--- config.mk ---
export PLATFORM = sky130hd
export DESIGN_NAME = double_ended_queue
export DESIGN_NICKNAME = d
export VERILOG_FILES = /design/src/sv/deq_pkg.sv /design/src/sv/deq_out_fifo.sv /design/src/sv/double_ended_queue.sv
export SDC_FILE = /design/constraint.sdc
export NUM_CORES = 2
export LEC_CHECK = 0
export BUFFER_PORTS_ARGS = -buffer_cell sky130_fd_sc_hd__buf_4
export CORE_UTILIZATION = 43
export CTS_BUF_LIST = sky130_fd_sc_hd__clkbuf_2
export DETAILED_ROUTE_END_ITERATION = 10
export SYNTH_ARGS = -nofsm -noshare
export SYNTH_HDL_FRONTEND = slang
export SYNTH_HIERARCHICAL = 1
export SYNTH_SLANG_ARGS = --single-unit
--- constraint.sdc ---
create_clock -name clk_i -period 6.8 [get_ports clk_i]
set_input_delay 0.68 -clock clk_i [delete_from_list [all_inputs] [get_ports clk_i]]
set_output_delay 0.68 -clock clk_i [all_outputs]
set_load 0.05 [all_outputs]
--- src/sv/deq_pkg.sv ---
// ----------------------------------------------------------------------------
// deq_pkg
// Shared types and codes for the double-ended queue: request and result
// payloads, request selectors and result status codes.
// ----------------------------------------------------------------------------
package deq_pkg;

  localparam int unsigned REQ_W = 3;
  localparam int unsigned VAL_W = 32;
  localparam int unsigned ST_W  = 2;
  localparam int unsigned OCC_W = 7;

  // Request selectors
  localparam logic [REQ_W-1:0] REQ_PUSH_FRONT = 3'd0;
  localparam logic [REQ_W-1:0] REQ_PUSH_BACK  = 3'd1;
  localparam logic [REQ_W-1:0] REQ_POP_FRONT  = 3'd2;
  localparam logic [REQ_W-1:0] REQ_POP_BACK   = 3'd3;
  localparam logic [REQ_W-1:0] REQ_DUMP       = 3'd4;

  // Result status codes
  localparam logic [ST_W-1:0] ST_OK    = 2'd0;
  localparam logic [ST_W-1:0] ST_EMPTY = 2'd1;
  localparam logic [ST_W-1:0] ST_FULL  = 2'd2;

  typedef struct packed {
    logic [REQ_W-1:0]        req_type;
    logic signed [VAL_W-1:0] push_value;
  } deq_req_t;

  typedef struct packed {
    logic signed [VAL_W-1:0] item_value;
    logic                    has_item;
    logic                    last_of_run;
    logic [ST_W-1:0]         status;
    logic [OCC_W-1:0]        occupancy;
  } deq_rsp_t;

endpackage

--- src/sv/deq_out_fifo.sv ---
// ----------------------------------------------------------------------------
// deq_out_fifo
// Two-entry result queue that decouples the ring logic from the output
// handshake. The writer must only write when an entry is free.
// ----------------------------------------------------------------------------
module deq_out_fifo
  import deq_pkg::*;
(
  input  logic     clk_i,
  input  logic     rst_ni,
  input  logic     wr_valid_i,
  input  deq_rsp_t wr_data_i,
  output logic     rd_valid_o,
  input  logic     rd_ready_i,
  output deq_rsp_t rd_data_o,
  output logic [1:0] count_o
);

  deq_rsp_t   entry_q [2];
  logic       head_q, head_d;
  logic [1:0] cnt_q, cnt_d;
  logic       tail;
  logic       pop;

  assign rd_valid_o = (cnt_q != 2'd0);
  assign rd_data_o  = entry_q[head_q];
  assign count_o    = cnt_q;
  assign pop        = rd_valid_o && rd_ready_i;
  assign tail       = head_q ^ cnt_q[0];

  always_comb begin
    head_d = head_q ^ pop;
    cnt_d  = cnt_q + {1'b0, wr_valid_i} - {1'b0, pop};
  end

  always_ff @(posedge clk_i or negedge rst_ni) begin
    if (!rst_ni) begin
      head_q <= 1'b0;
      cnt_q  <= 2'd0;
    end else begin
      head_q <= head_d;
      cnt_q  <= cnt_d;
    end
  end

  // Payload, no reset
  always_ff @(posedge clk_i) begin
    if (wr_valid_i) begin
      entry_q[tail] <= wr_data_i;
    end
  end

endmodule

--- src/sv/double_ended_queue.sv ---
// ----------------------------------------------------------------------------
// double_ended_queue
// Bounded deque of signed 32-bit values held in a DEPTH-entry ring memory,
// described by a front index and an element count.
// ----------------------------------------------------------------------------
// Results: a push or pop result is written straight into the output queue;
//   dump elements first pass through the registered memory read port.
// Throughput: pushes and pops one per cycle while the output queue has room;
//   a dump holds off new requests until the single read port's last read lands.
// Reset: front index, count and control clear at once; the ring memory is
//   not cleared, since only occupied entries are ever read.
// ----------------------------------------------------------------------------
module double_ended_queue
  import deq_pkg::*;
#(
  parameter int unsigned DEPTH = 64
) (
  input  logic     clk_i,
  input  logic     rst_ni,
  input  logic     in_valid_i,
  output logic     in_ready_o,
  input  deq_req_t in_data_i,
  output logic     out_valid_o,
  input  logic     out_ready_i,
  output deq_rsp_t out_data_o
);

  localparam int unsigned IDX_W = $clog2(DEPTH);
  localparam int unsigned CNT_W = $clog2(DEPTH + 1);
  localparam int unsigned SUM_W = IDX_W + 1;

  // Sequencer codes
  localparam logic ST_IDLE = 1'b0;
  localparam logic ST_DUMP = 1'b1;

  // Ring storage: one write port, one registered read port
  logic [VAL_W-1:0] ring_mem [DEPTH];

  // Architectural state
  logic             state_q, state_d;
  logic [IDX_W-1:0] front_q, front_d;
  logic [CNT_W-1:0] count_q, count_d;

  // Dump walker
  logic [IDX_W-1:0] rd_ptr_q, rd_ptr_d;
  logic [CNT_W-1:0] left_q, left_d;
  logic             rd_pend_q;
  logic             rd_last_q;
  logic signed [VAL_W-1:0] rd_data_q;

  // Memory port controls
  logic             wr_en;
  logic [IDX_W-1:0] wr_addr;
  logic             rd_en;
  logic [IDX_W-1:0] rd_addr;
  logic             rd_last;

  // Status result from a push, pop, empty dump or unused selector
  logic             st_wr;
  logic [ST_W-1:0]  st_code;

  // Output queue
  logic       fifo_wr;
  deq_rsp_t   fifo_wdata;
  logic [1:0] fifo_cnt;
  logic       fifo_pop;
  logic [2:0] occ_sum;
  logic       slot_free;
  logic       in_acc;

  // Ring arithmetic
  logic             full, empty;
  logic [IDX_W-1:0] front_dec, front_inc, rd_ptr_inc, back_addr;
  logic [SUM_W-1:0] back_sum;

  assign full  = (count_q == CNT_W'(DEPTH));
  assign empty = (count_q == '0);

  assign front_dec  = (front_q == '0) ? IDX_W'(DEPTH - 1) : front_q - 1'b1;
  assign front_inc  = (front_q == IDX_W'(DEPTH - 1)) ? '0 : front_q + 1'b1;
  assign rd_ptr_inc = (rd_ptr_q == IDX_W'(DEPTH - 1)) ? '0 : rd_ptr_q + 1'b1;

  // front + count stays below 2*DEPTH, so one conditional subtract wraps it
  assign back_sum  = SUM_W'(front_q) + SUM_W'(count_q);
  assign back_addr = (back_sum >= SUM_W'(DEPTH)) ? IDX_W'(back_sum - SUM_W'(DEPTH))
                                                 : IDX_W'(back_sum);

  // Credit check: queued results plus the read in flight, less the one
  // leaving this cycle, must leave an entry free for a new result.
  assign fifo_pop  = out_valid_o && out_ready_i;
  assign occ_sum   = {1'b0, fifo_cnt} + {2'b00, rd_pend_q} - {2'b00, fifo_pop};
  assign slot_free = (occ_sum < 3'd2);

  // Hold requests during a dump and until its last read lands, so results
  // of the next transaction never overtake dump data.
  assign in_ready_o = (state_q == ST_IDLE) && !rd_pend_q && slot_free;
  assign in_acc     = in_valid_i && in_ready_o;

  always_comb begin
    state_d  = state_q;
    front_d  = front_q;
    count_d  = count_q;
    rd_ptr_d = rd_ptr_q;
    left_d   = left_q;
    wr_en    = 1'b0;
    wr_addr  = back_addr;
    rd_en    = 1'b0;
    rd_addr  = rd_ptr_q;
    rd_last  = 1'b0;
    st_wr    = 1'b0;
    st_code  = ST_OK;

    if (in_acc) begin
      unique case (in_data_i.req_type)
        REQ_PUSH_FRONT: begin
          st_wr = 1'b1;
          if (full) begin
            st_code = ST_FULL;
          end else begin
            front_d = front_dec;
            wr_en   = 1'b1;
            wr_addr = front_dec;
            count_d = count_q + 1'b1;
          end
        end
        REQ_PUSH_BACK: begin
          st_wr = 1'b1;
          if (full) begin
            st_code = ST_FULL;
          end else begin
            wr_en   = 1'b1;
            wr_addr = back_addr;
            count_d = count_q + 1'b1;
          end
        end
        REQ_POP_FRONT: begin
          st_wr = 1'b1;
          if (empty) begin
            st_code = ST_EMPTY;
          end else begin
            front_d = front_inc;
            count_d = count_q - 1'b1;
          end
        end
        REQ_POP_BACK: begin
          st_wr = 1'b1;
          if (empty) begin
            st_code = ST_EMPTY;
          end else begin
            count_d = count_q - 1'b1;
          end
        end
        REQ_DUMP: begin
          if (empty) begin
            // Single marker result with no item
            st_wr = 1'b1;
          end else begin
            // Issue the front read now, walk the rest in ST_DUMP
            rd_en   = 1'b1;
            rd_addr = front_q;
            rd_last = (count_q == CNT_W'(1));
            if (count_q != CNT_W'(1)) begin
              state_d  = ST_DUMP;
              rd_ptr_d = front_inc;
              left_d   = count_q - 1'b1;
            end
          end
        end
        default: begin
          // Unused selector: no operation, one ok result
          st_wr = 1'b1;
        end
      endcase
    end else if (state_q == ST_DUMP && slot_free) begin
      // Advance one element per cycle while the output queue has room
      rd_en    = 1'b1;
      rd_addr  = rd_ptr_q;
      rd_last  = (left_q == CNT_W'(1));
      rd_ptr_d = rd_ptr_inc;
      left_d   = left_q - 1'b1;
      if (left_q == CNT_W'(1)) begin
        state_d = ST_IDLE;
      end
    end
  end

  always_ff @(posedge clk_i or negedge rst_ni) begin
    if (!rst_ni) begin
      state_q   <= ST_IDLE;
      front_q   <= '0;
      count_q   <= '0;
      rd_ptr_q  <= '0;
      left_q    <= '0;
      rd_pend_q <= 1'b0;
    end else begin
      state_q   <= state_d;
      front_q   <= front_d;
      count_q   <= count_d;
      rd_ptr_q  <= rd_ptr_d;
      left_q    <= left_d;
      rd_pend_q <= rd_en;
    end
  end

  // Writes only happen on accepted pushes and reads only after them, so a
  // read never overlaps a write to the same entry and needs no bypass.
  always_ff @(posedge clk_i) begin
    if (wr_en) begin
      ring_mem[wr_addr] <= in_data_i.push_value;
    end
    if (rd_en) begin
      rd_data_q <= ring_mem[rd_addr];
    end
    rd_last_q <= rd_last;
  end

  // Dump data and status results never arrive in the same cycle
  always_comb begin
    fifo_wr = rd_pend_q || st_wr;
    if (rd_pend_q) begin
      fifo_wdata.item_value  = rd_data_q;
      fifo_wdata.has_item    = 1'b1;
      fifo_wdata.last_of_run = rd_last_q;
      fifo_wdata.status      = ST_OK;
      fifo_wdata.occupancy   = OCC_W'(count_q);
    end else begin
      fifo_wdata.item_value  = '0;
      fifo_wdata.has_item    = 1'b0;
      fifo_wdata.last_of_run = 1'b1;
      fifo_wdata.status      = st_code;
      fifo_wdata.occupancy   = OCC_W'(count_d);
    end
  end

  deq_out_fifo u_out_fifo (
    .clk_i      (clk_i),
    .rst_ni     (rst_ni),
    .wr_valid_i (fifo_wr),
    .wr_data_i  (fifo_wdata),
    .rd_valid_o (out_valid_o),
    .rd_ready_i (out_ready_i),
    .rd_data_o  (out_data_o),
    .count_o    (fifo_cnt)
  );

endmodule

==> out/results.ini <==
[timing]
slew-limit-headroom_pct = 16.1
tightest_slew_ns = 1.26
hold_viol_final = 0
fmax_mhz = 156
setup_viol = 0
fin_setup_tns_ns = 0
layout_min_cycle_time_ns = 6.39
rsz0062_at_grt = false
fin_skew_ns = 0.158
period_share_pct = 94.0
maxSlewViolCount = 0

[floorplanning]
start_util_pct = 43.3
die_w_um = 447
die_h_um = 447
coreArea_um2 = 197000
io_pins = 84
num_rows = 163
dieArea_um2 = 200000

[clock_tree]
cts_tree = done
cts_root_buffer = clkbuf_2
clkTransAtPathRegs_ns = 0.11
insertion_delay_ns = 1.87
postCtsSetupBuffers = 0
h-tree-depth = 6
ctsHoldBuffers = 114
cts_buffers = 564
cts_resized = 0
clkSinkCount = 2198
clock_path_buffers = 4

[logic_synthesis]
synth-xor-area-share_pct = 0.267
synthTopCellsByArea = edfxtp_1, mux2i_1, o22ai_1, o41ai_1, dfrtp_1
synth_top_family_by_area = multiplexers
muxShareOfSynthArea_pct = 12.8
syn_avg_cell_area_um2 = 18.4
synth_cells = 4647
syn_nets = 4706
async_reset_ff_share_pct = 1.41
ys_seq_elements = 2198
yosysTopAreaCellShare_pct = 76.2
synth-simple-area-share_pct = 1.63
synth_common_cells = edfxtp_1, mux2i_1, o22ai_1, buf_2, o41ai_1
synth_compound_area_share_pct = 6.06
ys_warn_count = 6
syn-cell-area_um2 = 85300
yosysMostFrequentCell = edfxtp_1
synth_ff_type = edfxtp_1
synth.largest_area_cell = edfxtp_1
synthAdderAreaFrac_pct = 0.311
synth_edf_count = 2166
seq_area_frac_synth_pct = 77.1
yosys.cell_types.count = 62

[job]
maxCapViolCount = 0

[cells_and_area]
syn_to_final_growth_pct = 14.2
fin_nets = 5462
fillCellCount = 16487
final_area_um2 = 97400
post-route-util_pct = 49.4
layout.cells.non_filler = 8382
drive_above_1_share_pct = 23.7

[detailed_routing]
vias = 48635
detail-route-antenna-nets = 0
drc_errors = 0
via_per_inst = 5.80
wl_per_cell_um = 29.2
drt-total-wl_um = 245000
drtPass1Iterations = 5
drtIter0Drc = 5151

[global_routing]
grtUsageMet1_pct = 33.1
grt-ovfl-total = 0
top_usage_layer = met2
track_usage_pct = 24.2
antenna_found_initial = 15
use_met3_pct = 5.43
grt_pass1_vias = 47869
gr-usage-met2_pct = 37.8
grt_max_degree = 92
grt_pass1_wl_um = 343000

[setup_path]
cp.required_ns = 8.26
crit_path_start_kind = register
crit_type = register to register
cp_max_fo = 47
end_kind = register
crit_arrival_ns = 7.85

[placed_design]
io_buffers = 83
hpwlAfterDp_um = 130000
dpl-instance-area_um2 = 91000
gp_congestion = 0.871
place_inst = 7363

[power_and_ir_drop]
totalPowerFinal_mw = 39.4
power.leakage_nw = 33.8
p_per_area_nw_per_um2 = 404
peakVddDrop_v = 0.000433

[outcome]
status = finished, final reports clean

[hold_path]
hp-class = input port to register

## worst max-delay path, stage by stage, from the launching register on
cell,delay [ns]
dfrtp_1,0.47
or2_2,0.35
and2_1,0.19
ha_1,0.26
nand2b_1,0.16
fa_1,0.52
and4bb_1,0.26
and2_1,0.46
a311oi_4,0.52
buf_12,0.30
buf_12,0.34
buf_4,0.39
mux2i_1,0.28
o22ai_1,0.13
o41ai_1,0.84
buf_4,0.29
o2111ai_1,0.22
## path summary, 6_finish.rpt
check	cells past startpoint	endpoint	slack (ns)	from
max	16	rd_data_q[15]$_DFFE_PP_	0.41	u_out_fifo/count_o[1]$_DFF_PN0_
min	6	rd_ptr_q[0]$_DFFE_PN0P_	0.27	in_data_i[32]
max reg2reg	16	rd_data_q[15]$_DFFE_PP_	0.41	u_out_fifo/count_o[1]$_DFF_PN0_
min reg2reg	2	left_q[5]$_DFFE_PN0P_	0.51	left_q[5]$_DFFE_PN0P_
max in group asynchronous	5	u_out_fifo/head_q$_DFF_PN0_	6.12	rst_ni
min in group asynchronous	5	rd_ptr_q[0]$_DFFE_PN0P_	0.45	rst_ni
## cell usage in the layout (no fill, tap or decap), types with 17 or more instances in the layout
cell type	synthesis	routed
nor4_1	35	35
dlygate4sd3_1	0	81
nand2_1	40	39
ha_1	18	18
o21ai_0	29	29
xnor2_1	17	17
a21oi_1	29	29
o22ai_1	526	522
nor3_2	0	32
mux2_4	39	39
buf_12	4	43
nor2_1	58	26
nand3_1	23	23
dfrtp_1	31	30
mux2i_1	1029	1029
and2_1	35	34
o2111ai_1	34	32
nor2_4	0	32
buf_4	44	309
o41ai_1	96	77
buf_16	0	32
clkinv_1	0	70
clkbuf_2	0	782
edfxtp_1	2166	2166
o41ai_2	0	19
## layout make-up
type | instances | area, um2 | share of cell area (%)
Multi-Input combinational cell | 2159 | 18700 | 19.2
Tap cell | 2640 | 3300 | 3.39
Timing Repair Buffer | 465 | 4870 | 5.00
Clock buffer | 782 | 3910 | 4.02
Inverter | 15 | 56.3 | 0.0578
Antenna cell | 13 | 32.5 | 0.0334
Clock inverter | 110 | 751 | 0.771
Sequential cell | 2198 | 65800 | 67.6
## metal layers
| metal | part of all wire (%) | vias up | routed length [um] |
|---|---|---|---|
| li1 | - | 20907 | - |
| met1 | 41 | 25029 | 101000 |
| met2 | 47 | 2307 | 114000 |
| met3 | 8.9 | 388 | 21800 |
| met4 | 3.1 | 4 | 7560 |
| met5 | 0.014 | - | 34 |
## state kept, by name, indices dropped and copies added (netlist names)
name                cells
u_out_fifo/entry_q     86
u_out_fifo/head_q       1
count_q                 7
u_out_fifo/count_o      2
rd_data_q              32
ring_mem             2048
rd_ptr_q                6
state_q                 1
left_q                  7
rd_last_q               1
rd_pend_q               1
front_q                 6
## logic make-up (layout without fill, tap and decap cells)
| logic type | count (synthesis) | after routing |
|---|---|---|
| AO/OA/AOI/OAI | 772 | 772 |
| XOR/XNOR | 26 | 26 |
| adder cells (fa/ha/maj) | 20 | 20 |
| buffers and inverters | 290 | 1372 |
| flip-flops | 2198 | 2198 |
| multiplexers | 1073 | 1073 |
| other | 0 | 13 |
| AND/OR/NAND/NOR | 268 | 268 |
## stage by stage
stage                     hold WS [ns]  setup slack [ns]
after detailed placement         0.496             0.583
after CTS                       0.0187             0.476
after global routing             0.159             0.263
final                            0.275             0.408
after global placement           0.477             0.128
after floorplan                  0.384             0.477
## power breakdown
part           internal [mW]  total [mW]  switching, mW
clock                   3.49        8.62           5.12
sequential              15.4        15.8          0.388
combinational           5.58        14.9           9.37
total                   24.5        39.4           14.9
Power figures use the tool's default switching activity.
